[src/hdl/assert_macros.svh]
// assertion macros shared by the mapper rtl
// no dependencies; included by the modules that carry assertions
`ifndef ASSERT_MACROS_SVH
`define ASSERT_MACROS_SVH

// same-cycle implication, clocked on the rising edge, off during reset
`define AVM_ASSERT_IMP(label, clk, rst_n, ante, cons) \
    label: assert property (@(posedge clk) disable iff (!rst_n) (ante) |-> (cons)) \
        else $error("avm assertion failed");

// next-cycle implication
`define AVM_ASSERT_NXT(label, clk, rst_n, ante, cons) \
    label: assert property (@(posedge clk) disable iff (!rst_n) (ante) |=> (cons)) \
        else $error("avm assertion failed");

`endif

[src/hdl/avm_pkg.sv]
// shared types and constants of the adc to volume mapper
// no dependencies
`timescale 1ns / 1ps

package avm_pkg;

    localparam int SAMPLE_BITS_DEF = 12;
    localparam int OUT_BITS        = 16;
    localparam int CFG_IDX_BITS    = 3;
    localparam int THR_DIV         = 100;

    localparam logic signed [OUT_BITS-1:0] OUT_LOW_RST  = -16'sd6000;
    localparam logic signed [OUT_BITS-1:0] OUT_HIGH_RST = 16'sd0;
    localparam logic [OUT_BITS-1:0]        PERIOD_RST   = 16'd40;

    typedef enum logic [CFG_IDX_BITS-1:0] {
        CFG_ADC_LOW   = 3'd0,
        CFG_ADC_HIGH  = 3'd1,
        CFG_REVERSE   = 3'd2,
        CFG_OUT_LOW   = 3'd3,
        CFG_OUT_HIGH  = 3'd4,
        CFG_PERIOD    = 3'd5,
        CFG_MINMAX    = 3'd6
    } t_cfg_idx;

    typedef enum logic [2:0] {
        S_IDLE,
        S_THR,
        S_THR_WAIT,
        S_DECIDE,
        S_MUL,
        S_DIV_MAP,
        S_MAP_WAIT,
        S_FINISH
    } t_state;

    // configuration fields whose width does not follow the sample width
    typedef struct packed {
        logic                       reverse;
        logic signed [OUT_BITS-1:0] out_low;
        logic signed [OUT_BITS-1:0] out_high;
        logic [OUT_BITS-1:0]        refresh_period;
        logic                       minmax_en;
    } t_cfg;

endpackage

[src/hdl/avm_div.sv]
// shared restoring divider, one quotient bit per cycle
// depends on avm_pkg and assert_macros.svh
`timescale 1ns / 1ps
`include "assert_macros.svh"

module avm_div
    import avm_pkg::*;
#(
    parameter int DW = SAMPLE_BITS_DEF + OUT_BITS,
    parameter int VW = SAMPLE_BITS_DEF,
    parameter int CW = $clog2(SAMPLE_BITS_DEF + OUT_BITS + 1)
) (
    input  logic          i_clk,
    input  logic          i_rst_n,
    input  logic          i_start,
    input  logic [DW-1:0] i_dividend,
    input  logic [VW-1:0] i_divisor,
    input  logic [CW-1:0] i_iters,
    output logic          o_done,
    output logic [DW-1:0] o_quot
);

    logic          r_busy, n_busy;
    logic          r_done, n_done;
    logic [CW-1:0] r_cnt, n_cnt;
    logic [VW-1:0] r_rem, n_rem;
    logic [DW-1:0] r_dq, n_dq;
    logic [VW-1:0] r_den, n_den;
    logic [VW:0]   trial;
    logic          ge;

    // dividend bits leave at the top, quotient bits enter at the bottom
    assign trial = {r_rem, r_dq[DW-1]};
    assign ge    = trial >= {1'b0, r_den};

    always_comb begin
        n_busy = r_busy;
        n_done = 1'b0;
        n_cnt  = r_cnt;
        n_rem  = r_rem;
        n_dq   = r_dq;
        n_den  = r_den;
        if (i_start) begin
            n_busy = 1'b1;
            n_cnt  = i_iters;
            n_rem  = '0;
            n_dq   = i_dividend;
            n_den  = i_divisor;
        end else if (r_busy) begin
            n_rem = ge ? VW'(trial - {1'b0, r_den}) : trial[VW-1:0];
            n_dq  = {r_dq[DW-2:0], ge};
            n_cnt = r_cnt - CW'(1);
            if (r_cnt == CW'(1)) begin
                n_busy = 1'b0;
                n_done = 1'b1;
            end
        end
    end

    always_ff @(posedge i_clk) begin
        if (!i_rst_n) begin
            r_busy <= 1'b0;
            r_done <= 1'b0;
            r_cnt  <= '0;
        end else begin
            r_busy <= n_busy;
            r_done <= n_done;
            r_cnt  <= n_cnt;
        end
        r_rem <= n_rem;
        r_dq  <= n_dq;
        r_den <= n_den;
    end

    assign o_done = r_done;
    assign o_quot = r_dq;

    `AVM_ASSERT_IMP(a_start_idle, i_clk, i_rst_n, i_start, !r_busy)
    `AVM_ASSERT_IMP(a_busy_cnt, i_clk, i_rst_n, r_busy, r_cnt != '0)
    `AVM_ASSERT_NXT(a_done_pulse, i_clk, i_rst_n, r_done && !i_start, !r_done && !r_busy)

endmodule

[src/hdl/avm_seq.sv]
// sequencer, item state and output register of the mapper
// depends on avm_pkg and assert_macros.svh; drives the shared divider
`timescale 1ns / 1ps
`include "assert_macros.svh"

module avm_seq
    import avm_pkg::*;
#(
    parameter int SB = SAMPLE_BITS_DEF,
    parameter int DW = SAMPLE_BITS_DEF + OUT_BITS,
    parameter int CW = $clog2(SAMPLE_BITS_DEF + OUT_BITS + 1)
) (
    input  logic                       i_clk,
    input  logic                       i_rst_n,
    input  logic                       i_in_valid,
    output logic                       o_in_stall,
    input  logic [SB-1:0]              i_sample,
    input  logic                       i_sample_ok,
    output logic                       o_out_valid,
    input  logic                       i_out_stall,
    output logic                       o_volume_write,
    output logic signed [OUT_BITS-1:0] o_volume,
    output logic                       o_seen_valid,
    output logic [SB-1:0]              o_seen_min,
    output logic [SB-1:0]              o_seen_max,
    input  logic [SB-1:0]              i_adc_low,
    input  logic [SB-1:0]              i_adc_high,
    input  t_cfg                       i_cfg,
    output logic                       o_div_start,
    output logic [DW-1:0]              o_div_dividend,
    output logic [SB-1:0]              o_div_divisor,
    output logic [CW-1:0]              o_div_iters,
    input  logic                       i_div_done,
    input  logic [DW-1:0]              i_div_quot
);

    t_state r_state, n_state;

    logic [SB-1:0]       r_sample, n_sample;
    logic                r_ok, n_ok;
    logic                r_issue, n_issue;
    logic                r_neg, n_neg;
    logic [DW-1:0]       r_prod, n_prod;
    logic [OUT_BITS-1:0] r_vol_new, n_vol_new;

    logic [SB-1:0]       r_last, n_last;
    logic                r_last_valid, n_last_valid;
    logic [OUT_BITS-1:0] r_refresh_cnt, n_refresh_cnt;
    logic [SB-1:0]       r_seen_min, n_seen_min;
    logic [SB-1:0]       r_seen_max, n_seen_max;
    logic                r_seen_flag, n_seen_flag;
    logic [OUT_BITS-1:0] r_vol, n_vol;

    logic                r_out_valid, n_out_valid;
    logic                r_out_write, n_out_write;
    logic [OUT_BITS-1:0] r_out_vol, n_out_vol;
    logic                r_out_seen, n_out_seen;
    logic [SB-1:0]       r_out_min, n_out_min;
    logic [SB-1:0]       r_out_max, n_out_max;

    logic                inv;
    logic [SB-1:0]       absdiff;
    logic [SB-1:0]       thr;
    logic [SB-1:0]       delta;
    logic                moved;
    logic                issue_c;
    logic [OUT_BITS-1:0] o0;
    logic [OUT_BITS-1:0] o1;
    logic                below;
    logic                above;
    logic                flat;
    logic                bound_c;
    logic [OUT_BITS:0]   span;
    logic [OUT_BITS:0]   span_abs;
    logic [SB-1:0]       offs;
    logic [OUT_BITS:0]   qmag;
    logic [OUT_BITS:0]   map_sum;
    logic [OUT_BITS:0]   cnt_inc;
    logic                out_free;
    logic                accept;
    logic                fin;
    logic                wr;

    // deadband threshold is |adc_high - adc_low| / 100, sign handled apart
    assign inv     = i_adc_high < i_adc_low;
    assign absdiff = inv ? (i_adc_low - i_adc_high) : (i_adc_high - i_adc_low);
    assign thr     = i_div_quot[SB-1:0];
    assign delta   = (r_sample >= r_last) ? (r_sample - r_last) : (r_last - r_sample);
    // with inverted bounds the threshold is minus thr, so only a zero match fails
    assign moved   = inv ? ((delta != '0) || (thr != '0)) : (delta > thr);
    assign issue_c = moved || !r_last_valid || (r_refresh_cnt == i_cfg.refresh_period);

    assign o0 = i_cfg.reverse ? i_cfg.out_high : i_cfg.out_low;
    assign o1 = i_cfg.reverse ? i_cfg.out_low : i_cfg.out_high;

    assign below   = r_sample < i_adc_low;
    assign above   = r_sample > i_adc_high;
    assign flat    = i_adc_high == i_adc_low;
    assign bound_c = below || above || flat;

    assign span     = {o1[OUT_BITS-1], o1} - {o0[OUT_BITS-1], o0};
    assign span_abs = span[OUT_BITS] ? ((OUT_BITS+1)'(0) - span) : span;
    assign offs     = r_sample - i_adc_low;

    // quotient never exceeds the output span, so 16 bits hold it
    assign qmag    = {1'b0, i_div_quot[OUT_BITS-1:0]};
    assign map_sum = {o0[OUT_BITS-1], o0} + (r_neg ? ((OUT_BITS+1)'(0) - qmag) : qmag);

    assign cnt_inc  = {1'b0, r_refresh_cnt} + (OUT_BITS+1)'(1);
    assign out_free = !r_out_valid || !i_out_stall;
    assign accept   = (r_state == S_IDLE) && i_in_valid;
    assign fin      = (r_state == S_FINISH) && out_free;
    assign wr       = r_ok && !i_cfg.minmax_en && r_issue;

    // next state
    always_comb begin
        n_state = r_state;
        case (r_state)
            S_IDLE: begin
                if (i_in_valid) n_state = S_THR;
            end
            S_THR: begin
                if (!r_ok || i_cfg.minmax_en) n_state = S_FINISH;
                else                          n_state = S_THR_WAIT;
            end
            S_THR_WAIT: begin
                if (i_div_done) n_state = S_DECIDE;
            end
            S_DECIDE: begin
                if (!issue_c || bound_c) n_state = S_FINISH;
                else                     n_state = S_MUL;
            end
            S_MUL: begin
                n_state = S_DIV_MAP;
            end
            S_DIV_MAP: begin
                n_state = S_MAP_WAIT;
            end
            S_MAP_WAIT: begin
                if (i_div_done) n_state = S_FINISH;
            end
            S_FINISH: begin
                if (out_free) n_state = S_IDLE;
            end
            default: begin
                n_state = S_IDLE;
            end
        endcase
    end

    // outputs of the sequencer
    always_comb begin
        o_in_stall     = 1'b1;
        o_div_start    = 1'b0;
        o_div_dividend = {absdiff, {OUT_BITS{1'b0}}};
        o_div_divisor  = SB'(THR_DIV);
        o_div_iters    = CW'(SB);
        case (r_state)
            S_IDLE: begin
                o_in_stall = 1'b0;
            end
            S_THR: begin
                o_div_start = r_ok && !i_cfg.minmax_en;
            end
            S_DIV_MAP: begin
                o_div_start    = 1'b1;
                o_div_dividend = r_prod;
                o_div_divisor  = i_adc_high - i_adc_low;
                o_div_iters    = CW'(DW);
            end
            default: begin
                o_in_stall = 1'b1;
            end
        endcase
    end

    // datapath
    always_comb begin
        n_sample      = r_sample;
        n_ok          = r_ok;
        n_issue       = r_issue;
        n_neg         = r_neg;
        n_prod        = r_prod;
        n_vol_new     = r_vol_new;
        n_last        = r_last;
        n_last_valid  = r_last_valid;
        n_refresh_cnt = r_refresh_cnt;
        n_seen_min    = r_seen_min;
        n_seen_max    = r_seen_max;
        n_seen_flag   = r_seen_flag;
        n_vol         = r_vol;
        n_out_valid   = r_out_valid && i_out_stall;
        n_out_write   = r_out_write;
        n_out_vol     = r_out_vol;
        n_out_seen    = r_out_seen;
        n_out_min     = r_out_min;
        n_out_max     = r_out_max;

        if (accept) begin
            n_sample = i_sample;
            n_ok     = i_sample_ok;
            n_issue  = 1'b0;
        end

        if (r_state == S_DECIDE) begin
            n_issue   = issue_c;
            // below adc_low wins even when inverted bounds also make it above adc_high
            n_vol_new = (above && !below) ? o1 : o0;
        end

        if (r_state == S_MUL) begin
            n_prod = DW'(offs) * DW'(span_abs[OUT_BITS-1:0]);
            n_neg  = span[OUT_BITS];
        end

        if ((r_state == S_MAP_WAIT) && i_div_done) begin
            n_vol_new = map_sum[OUT_BITS-1:0];
        end

        if (fin) begin
            if (r_ok && i_cfg.minmax_en) begin
                if (!r_seen_flag) begin
                    n_seen_min  = r_sample;
                    n_seen_max  = r_sample;
                    n_seen_flag = 1'b1;
                end else begin
                    if (r_sample < r_seen_min) n_seen_min = r_sample;
                    if (r_sample > r_seen_max) n_seen_max = r_sample;
                end
            end
            if (wr) begin
                n_last       = r_sample;
                n_last_valid = 1'b1;
                n_vol        = r_vol_new;
            end
            // counter wraps once it passes the period
            if (cnt_inc > {1'b0, i_cfg.refresh_period}) n_refresh_cnt = '0;
            else                                        n_refresh_cnt = cnt_inc[OUT_BITS-1:0];

            n_out_valid = 1'b1;
            n_out_write = wr;
            n_out_vol   = n_vol;
            n_out_seen  = n_seen_flag;
            n_out_min   = n_seen_min;
            n_out_max   = n_seen_max;
        end
    end

    always_ff @(posedge i_clk) begin
        if (!i_rst_n) begin
            r_state       <= S_IDLE;
            r_out_valid   <= 1'b0;
            r_last        <= '0;
            r_last_valid  <= 1'b0;
            r_refresh_cnt <= '0;
            r_seen_min    <= '0;
            r_seen_max    <= '0;
            r_seen_flag   <= 1'b0;
            r_vol         <= '0;
            r_issue       <= 1'b0;
        end else begin
            r_state       <= n_state;
            r_out_valid   <= n_out_valid;
            r_last        <= n_last;
            r_last_valid  <= n_last_valid;
            r_refresh_cnt <= n_refresh_cnt;
            r_seen_min    <= n_seen_min;
            r_seen_max    <= n_seen_max;
            r_seen_flag   <= n_seen_flag;
            r_vol         <= n_vol;
            r_issue       <= n_issue;
        end
        r_sample    <= n_sample;
        r_ok        <= n_ok;
        r_neg       <= n_neg;
        r_prod      <= n_prod;
        r_vol_new   <= n_vol_new;
        r_out_write <= n_out_write;
        r_out_vol   <= n_out_vol;
        r_out_seen  <= n_out_seen;
        r_out_min   <= n_out_min;
        r_out_max   <= n_out_max;
    end

    assign o_out_valid    = r_out_valid;
    assign o_volume_write = r_out_write;
    assign o_volume       = r_out_vol;
    assign o_seen_valid   = r_out_seen;
    assign o_seen_min     = r_out_min;
    assign o_seen_max     = r_out_max;

    `AVM_ASSERT_IMP(a_minmax_order, i_clk, i_rst_n, r_seen_flag, r_seen_min <= r_seen_max)
    `AVM_ASSERT_IMP(a_map_issue, i_clk, i_rst_n, r_state == S_MAP_WAIT, r_issue)
    `AVM_ASSERT_NXT(a_finish_idle, i_clk, i_rst_n, fin, r_state == S_IDLE && r_out_valid)
    `AVM_ASSERT_IMP(a_write_used, i_clk, i_rst_n, r_out_valid && r_out_write, r_last_valid)

endmodule

[src/hdl/adc_to_volume_mapper.sv]
// path: the threshold divide (SAMPLE_BITS quotient bits) runs first, then a mapped volume
// takes a multiply and a map divide (SAMPLE_BITS+16 quotient bits) before the result; a
// clamped or not issued volume skips both, min/max mode or a failed read skips all three
// throughput: one transaction at a time, a new one taken the cycle after the result
// loads; a stalled output holds the result in the finish state and blocks new input
// reset: synchronous active low; control and config registers return to defaults only
`timescale 1ns / 1ps

module adc_to_volume_mapper
    import avm_pkg::*;
#(
    parameter int SAMPLE_BITS = SAMPLE_BITS_DEF
) (
    input  logic                       i_clk,
    input  logic                       i_rst_n,
    input  logic                       i_cfg_we,
    input  logic [CFG_IDX_BITS-1:0]    i_cfg_index,
    input  logic [OUT_BITS-1:0]        i_cfg_data,
    input  logic                       i_in_valid,
    output logic                       o_in_stall,
    input  logic [SAMPLE_BITS-1:0]     i_sample,
    input  logic                       i_sample_ok,
    output logic                       o_out_valid,
    input  logic                       i_out_stall,
    output logic                       o_volume_write,
    output logic signed [OUT_BITS-1:0] o_volume,
    output logic                       o_seen_valid,
    output logic [SAMPLE_BITS-1:0]     o_seen_min,
    output logic [SAMPLE_BITS-1:0]     o_seen_max
);

    localparam int DW = SAMPLE_BITS + OUT_BITS;
    localparam int CW = $clog2(DW + 1);

    logic [SAMPLE_BITS-1:0] r_adc_low, n_adc_low;
    logic [SAMPLE_BITS-1:0] r_adc_high, n_adc_high;
    t_cfg                   r_cfg, n_cfg;

    logic                   div_start;
    logic [DW-1:0]          div_dividend;
    logic [SAMPLE_BITS-1:0] div_divisor;
    logic [CW-1:0]          div_iters;
    logic                   div_done;
    logic [DW-1:0]          div_quot;

    always_comb begin
        n_adc_low  = r_adc_low;
        n_adc_high = r_adc_high;
        n_cfg      = r_cfg;
        if (i_cfg_we) begin
            case (t_cfg_idx'(i_cfg_index))
                CFG_ADC_LOW:   n_adc_low            = i_cfg_data[SAMPLE_BITS-1:0];
                CFG_ADC_HIGH:  n_adc_high           = i_cfg_data[SAMPLE_BITS-1:0];
                CFG_REVERSE:   n_cfg.reverse        = i_cfg_data[0];
                CFG_OUT_LOW:   n_cfg.out_low        = i_cfg_data;
                CFG_OUT_HIGH:  n_cfg.out_high       = i_cfg_data;
                CFG_PERIOD:    n_cfg.refresh_period = i_cfg_data;
                CFG_MINMAX:    n_cfg.minmax_en      = i_cfg_data[0];
                default: begin
                    n_cfg = r_cfg;
                end
            endcase
        end
    end

    always_ff @(posedge i_clk) begin
        if (!i_rst_n) begin
            r_adc_low            <= '0;
            r_adc_high           <= '1;
            r_cfg.reverse        <= 1'b0;
            r_cfg.out_low        <= OUT_LOW_RST;
            r_cfg.out_high       <= OUT_HIGH_RST;
            r_cfg.refresh_period <= PERIOD_RST;
            r_cfg.minmax_en      <= 1'b0;
        end else begin
            r_adc_low  <= n_adc_low;
            r_adc_high <= n_adc_high;
            r_cfg      <= n_cfg;
        end
    end

    avm_seq #(
        .SB (SAMPLE_BITS),
        .DW (DW),
        .CW (CW)
    ) u_seq (
        .i_clk          (i_clk),
        .i_rst_n        (i_rst_n),
        .i_in_valid     (i_in_valid),
        .o_in_stall     (o_in_stall),
        .i_sample       (i_sample),
        .i_sample_ok    (i_sample_ok),
        .o_out_valid    (o_out_valid),
        .i_out_stall    (i_out_stall),
        .o_volume_write (o_volume_write),
        .o_volume       (o_volume),
        .o_seen_valid   (o_seen_valid),
        .o_seen_min     (o_seen_min),
        .o_seen_max     (o_seen_max),
        .i_adc_low      (r_adc_low),
        .i_adc_high     (r_adc_high),
        .i_cfg          (r_cfg),
        .o_div_start    (div_start),
        .o_div_dividend (div_dividend),
        .o_div_divisor  (div_divisor),
        .o_div_iters    (div_iters),
        .i_div_done     (div_done),
        .i_div_quot     (div_quot)
    );

    avm_div #(
        .DW (DW),
        .VW (SAMPLE_BITS),
        .CW (CW)
    ) u_div (
        .i_clk      (i_clk),
        .i_rst_n    (i_rst_n),
        .i_start    (div_start),
        .i_dividend (div_dividend),
        .i_divisor  (div_divisor),
        .i_iters    (div_iters),
        .o_done     (div_done),
        .o_quot     (div_quot)
    );

endmodule
[config.mk]
export PLATFORM = sky130hd
export DESIGN_NAME = adc_to_volume_mapper
export DESIGN_NICKNAME = d
export VERILOG_FILES = /design/src/hdl/avm_pkg.sv /design/src/hdl/avm_div.sv /design/src/hdl/avm_seq.sv /design/src/hdl/adc_to_volume_mapper.sv
export VERILOG_INCLUDE_DIRS = /design/src /design/src/hdl
export SDC_FILE = /design/constraint.sdc
export NUM_CORES = 1
export LEC_CHECK = 0
export BUFFER_PORTS_ARGS = -buffer_cell sky130_fd_sc_hd__buf_4
export CORE_MARGIN = 3
export CORE_UTILIZATION = 50
export CTS_BUF_LIST = sky130_fd_sc_hd__clkbuf_8
export DETAILED_ROUTE_END_ITERATION = 8
export PLACE_DENSITY = 0.63
export SLEW_MARGIN = 10
export SYNTH_ARGS = -nofsm -noshare
export SYNTH_HDL_FRONTEND = slang
export SYNTH_HIERARCHICAL = 1
export SYNTH_SLANG_ARGS = --single-unit
[constraint.sdc]
create_clock -name i_clk -period 10.4 [get_ports i_clk]
set_input_delay 1.04 -clock i_clk [delete_from_list [all_inputs] [get_ports i_clk]]
set_output_delay 1.04 -clock i_clk [all_outputs]
set_load 0.1 [all_outputs]
==> results of run 1 <==
==> logic make-up (layout without fill, tap and decap cells) <==
family,after synthesis,after routing,share of synthesized area
xor+xnor,173,173,0.0576
compound gates,514,514,0.125
fa+ha+maj,382,382,0.224
flops,308,308,0.288
simple gates,843,843,0.152
buf+inv,467,555,0.0720
other cells,2,5,0.000286
mux,204,204,0.0813
==> worst max path at each step <==
| stage | startpoint | endpoint | slack [ns] | cells past startpoint |
|---|---|---|---|---|
| global route | r_cfg[49] | u_seq/r_prod[27] | 0.08 | 32 |
| detailed placement | r_cfg[49] | u_seq/r_prod[27] | 0.75 | 32 |
| floorplan | r_cfg[49] | u_seq/r_prod[27] | 1.30 | 34 |
| CTS | r_cfg[49] | u_seq/r_prod[27] | 0.74 | 32 |
| global placement | r_cfg[49] | u_seq/r_prod[27] | 1.04 | 32 |
| finish | r_cfg[49] | u_seq/r_prod[27] | 0.62 | 32 |
==> final cells by class <==
class / count / area [µm²] / share of cell area
clock inverter: 35 / 300 / 0.0105
tap: 680 / 851 / 0.0298
timing repair buffer: 113 / 848 / 0.0297
antenna: 1 / 2.50 / 0.0000875
sequential: 308 / 7570 / 0.265
clock buffer: 61 / 840 / 0.0294
inverter: 346 / 1300 / 0.0454
multi-input combinational: 2120 / 16900 / 0.590
==> cells in the final DEF (no fill, tap or decap), drive strengths merged, types with 74 or more instances in the layout <==
cell,instances
buf,113
mux2,74
fa,148
o21ai,107
nand2,307
inv,358
nor2,195
nor2b,75
ha,234
dfxtp,168
a21oi,185
xnor2,119
edfxtp,140
mux2i,130
==> per-stage QoR <==
stage,hold slack [ns],cells,setup WS [ns],instance area (µm²)
final,0.458,3664,0.623,28600
after global routing,0.475,3664,0.0774,28600
after CTS,0.456,3663,0.741,28600
after detailed placement,0.446,3567,0.754,27400
after global placement,0.441,3567,1.04,27400
after floorplan,0.434,2895,1.30,26300
==> registers in the layout, summed over array words and instances, names as in the netlist, 12 cells and up <==
signal	flops
u_seq/o_volume	16
r_adc_low	12
u_div/r_rem	12
u_seq/o_seen_max	12
u_seq/r_sample	12
r_adc_high	12
r_cfg	50
u_seq/r_last	12
u_seq/r_vol	16
u_seq/r_prod	28
u_div/o_quot	28
u_seq/r_seen_min	12
u_div/r_den	12
u_seq/o_seen_min	12
u_seq/r_vol_new	16
u_seq/r_seen_max	12
u_seq/r_refresh_cnt	16
==> layer usage <==
metal  track usage  up-vias  share of wire
met4        0.0651        0          0.023
met3        0.0337      105          0.050
li1              -     9896              -
met5             0        -              0
met2         0.431      515           0.49
met1         0.331    10039           0.44
==> tightest hold or removal path, stage by stage, from the launching register on <==
cell     delay, ns
dfxtp_1       0.30
nand2_1       0.05
a21oi_1       0.05
==> metrics.csv, run 1 <==
metric;value;unit
status;complete, no violations;
hold_depth;2;
path_class;reg2reg;
start_kind;register;
synth_cell_types;90;
dr.first_iter.drc_count;1464;
syn_to_final_growth;8.68;%
fmax;102;MHz
drv_cap;0;
crit_fanout;32;
rsz0062_at_grt;no;
wl;70500;µm
htreeDepth;2;
synth_area_leaders;edfxtp_1 (16%), dfxtp_1 (13%), fa_1 (11%);
arrival;10.16;ns
ys.flop_type;dfxtp_1;
required;10.78;ns
grtUsageTotal;0.250;
viasPerCell;5.61;
cts-buffers-inserted;52;
dr_total_vias;20555;
drive_above_1_share;0.108;
r2r_setup_slack;0.62;ns
grt-ovfl-total;0;
grt_pass1_vias;20558;
cts_tree;built;
antenna_found_initial;1;
cts_hold_buf;0;
critPathCaptureType;register;
dieArea;55400;µm²
syn_area_per_cell;9.09;µm²
hold_viol;0;
cp_top_family;adder cells;
hpwlAfterDp;54100;µm
slew_violations;0;
antenna_left;0;
min_path_type;reg2reg;
critical_path.max_stage_delay;0.93;ns
cp_slowest_cell;xnor2_1;
grt_max_degree;98;
timing.final.crit_share;0.940;
first_pass_iters;5;
clock-sinks;308;
hold_end;u_seq/r_vol[11];
clkTransAtPathRegs;0.07;ns
grt_pass1_wl;112000;µm
finClkSkew;0.0228;ns
synth_edf_count;140;
reg2reg_from;r_cfg[49];
synth-seq-area-share;0.288;
core-area;51700;µm²
die-height;235;µm
die_width;235;µm
synth-seq-cells;308;
utilization;0.553;
initial_core_util;0.509;
ys_warn_count;6;
num_io_pins;81;
n_fill_cell;4694;
synth_most_common_cell;inv_1;
final.min_clock_period;9.78;ns
syn_inst;2893;
cts_root_buffer;clkbuf_8;
holdCritStartpoint;u_seq/r_vol[11];
post_cts_buffers;0;
yosysTopAreaCellShare;0.160;
num_rows;83;
async_flop_share;0;
setup_tns;0;ns
synth_common_cells;inv_1 (344), nand2_1 (307), ha_1 (234);
rr_worst_depth;32;
crit-reg2reg-capture;u_seq/r_prod[27];
gp_congestion;0.902;
syn_area;26300;µm²
clk_latency;0.64;ns
ctsResizeCount;0;
setup_viol;0;
remaining_drc_errors;0;
path_buf_inv;6;
slew_headroom;0.187;
worst_pin_slew;1.21;ns
clockBufferDepth;3;
nets;3360;
port-buffer-count;80;
yosysTopAreaCell;edfxtp_1;
wl_per_cell;19.2;µm
Power of run 1 is not shown: default switching activity piles up to over one toggle a cycle in this logic, so the estimate is an artifact.
==> inputs of run 2 (changes only) <==
--- a/config.mk
+++ b/config.mk
@@ -12,6 +12,7 @@
 export CTS_BUF_LIST = sky130_fd_sc_hd__clkbuf_8
 export DETAILED_ROUTE_END_ITERATION = 8
 export PLACE_DENSITY = 0.63
+export SETUP_SLACK_MARGIN = 0.1
 export SLEW_MARGIN = 10
 export SYNTH_ARGS = -nofsm -noshare
 export SYNTH_HDL_FRONTEND = slang
==> constraint.sdc (replaced) <==
create_clock -name i_clk -period 12.11 [get_ports i_clk]
set_input_delay 1.211 -clock i_clk [delete_from_list [all_inputs] [get_ports i_clk]]
set_output_delay 1.211 -clock i_clk [all_outputs]
set_load 0.1 [all_outputs]
==> run 2 against run 1 <==
Worst hold slack worse by 0.0034 ns. Critical path type unchanged. Register-to-register slack improved by 1.6 ns. Die area is the same. Sequential share of layout area is essentially flat. Final area decreased by 0.10%. Highest routed layer unchanged.
==> metrics.csv, run 2 (synthesized netlist as in run 1, its figures left out) <==
metric;value;unit;change
final_common_cell;inv_1;;unchanged
cts_hold_buf;0;;unchanged
htreeDepth;2;;unchanged
cts_tree;built;;unchanged
cp_slowest_cell;xnor2_1;;unchanged
wl_per_cell;19.2;µm;about the same
grt_pass1_vias;20437;;was 20558
arrival;10.27;ns;was 10.16 ns
required;12.51;ns;was 10.78 ns
post_cts_buffers;0;;unchanged
hold_end;u_seq/r_vol[0];;was u_seq/r_vol[11]
dr_total_vias;20384;;was 20555
cts_root_buffer;clkbuf_8;;unchanged
antenna_left;0;;unchanged
drive_above_1_share;0.104;;was 0.108
rsz0062_at_grt;no;;unchanged
r2r_setup_slack;2.24;ns;was 0.62 ns
critical_path.max_stage_delay;0.87;ns;was 0.93 ns
crit_fanout;39;;was 32
clockBufferDepth;3;;unchanged
syn_to_final_growth;8.56;%;was 8.68%
hold_depth;2;;unchanged
final_cell_mix;inv_1 (363), nand2_1 (307), ha_1 (234), nor2_1 (194), a21oi_1 (182);;was inv_1 (353), nand2_1 (307), ha_1 (234), nor2_1 (194), a21oi_1 (182)
grtUsageTotal;0.249;;was 0.250
die-height;235;µm;unchanged
viasPerCell;5.56;;was 5.61
port-buffer-count;80;;unchanged
holdCritStartpoint;u_seq/r_vol[0];;was u_seq/r_vol[11]
start_kind;register;;unchanged
gp_congestion;0.904;;was 0.902
n_fill_cell;4691;;was 4694
critPathCaptureType;register;;unchanged
rr_worst_depth;34;;was 32
dpl.cell_count;3559;;was 3567
crit-reg2reg-capture;u_seq/r_prod[27];;unchanged
first_pass_iters;7;;was 5
num_rows;83;;unchanged
min_path_type;reg2reg;;unchanged
largest_register;r_cfg;;unchanged
slew_violations;0;;unchanged
ctsResizeCount;0;;unchanged
hpwlAfterDp;54200;µm;was 54100 µm
dieArea;55400;µm²;unchanged
fmax;101;MHz;was 102 MHz
clock-sinks;308;;unchanged
num_io_pins;81;;unchanged
finClkSkew;0.0281;ns;was 0.0228 ns
cts-buffers-inserted;55;;was 52
setup_viol;0;;unchanged
nets;3355;;was 3360
clk_latency;0.65;ns;was 0.64 ns
grt_pass1_wl;111000;µm;was 112000 µm
largest_register_ff_count;50;;unchanged
setup_tns;0;ns;unchanged
core-area;51700;µm²;unchanged
grt_max_degree;107;;was 98
reg2reg_from;r_cfg[49];;unchanged
drv_cap;0;;unchanged
path_class;reg2reg;;unchanged
dr.first_iter.drc_count;1245;;was 1464
die_width;235;µm;unchanged
worst_pin_slew;1.19;ns;was 1.21 ns
timing.final.crit_share;0.815;;was 0.940
hold_viol;0;;unchanged
slew_headroom;0.204;;was 0.187
initial_core_util;0.509;;unchanged
wl;70300;µm;was 70500 µm
final.min_clock_period;9.87;ns;was 9.78 ns
grt-ovfl-total;0;;unchanged
clkTransAtPathRegs;0.07;ns;about the same
remaining_drc_errors;0;;unchanged
status;complete, no violations;;unchanged
finalNonFillerCells;3663;;was 3664
whs;0.454;ns;was 0.458 ns
antenna_found_initial;1;;unchanged
-- run 2: changes by cell type in the layout (fill, tap and decap cells not counted), sizes merged --
cell	before	now
diode	1	2
bufinv	5	6
clkinv	17	13
buf	113	105
inv	358	369
clkbuf	61	59
-- run 2: stage by stage --
| stage | instance area (µm²) | worst slack [ns] | utilization |
|---|---|---|---|
| global placement | 27400 | 2.52 | 0.530 |
| detailed placement | 27400 | 2.38 | 0.530 |
| global route | 28600 | 1.59 | 0.552 |
| finish | 28600 | 2.24 | 0.552 |
| CTS | 28500 | 2.37 | 0.552 |
| floorplan | 26300 | 3.01 | - |
-- run 2: layout make-up --
class                   instances  area [µm²]  share of cell area
well taps                     680         851              0.0298
clock buffers                  59         812              0.0284
repair buffers                105         788              0.0276
inverters                     346        1300              0.0455
multi-input cells            2120       16900               0.591
diodes                          2        5.00            0.000175
flip-flops and latches        308        7570               0.265
clock inverters                43         349              0.0122
-- run 2: per-layer routing --
metal,GRT usage,vias to the layer above,share of wire
met4,0.0686,0,0.024
met5,0,-,0
met3,0.0341,91,0.047
li1,-,9863,-
met1,0.331,9976,0.45
met2,0.426,454,0.48
-- run 2: worst max-delay path by stage --
| stage | startpoint | end | slack (ns) | depth (start not counted) |
|---|---|---|---|---|
| after CTS | r_cfg[49] | u_seq/r_prod[27] | 2.37 | 34 |
| after global routing | r_cfg[49] | u_seq/r_prod[27] | 1.59 | 34 |
| after floorplan | r_cfg[49] | u_seq/r_prod[27] | 3.01 | 34 |
| after detailed placement | r_cfg[49] | u_seq/r_prod[27] | 2.38 | 34 |
| after global placement | r_cfg[49] | u_seq/r_prod[27] | 2.52 | 34 |
| final | r_cfg[49] | u_seq/r_prod[27] | 2.24 | 34 |
-- run 2: critical path: cells and delay by family (launching register included) --
kind | cells | cell delay (ns)
adders and majority gates | 8 | 3.41
AOI/OAI and AO/OA | 9 | 2.14
xor gates and xnor gates | 2 | 0.94
and+or+nand+nor | 7 | 1.51
DFF | 1 | 0.30
buffers and inverters | 7 | 0.88
muxes | 1 | 0.43
Power of run 2 is left out for the same reason.
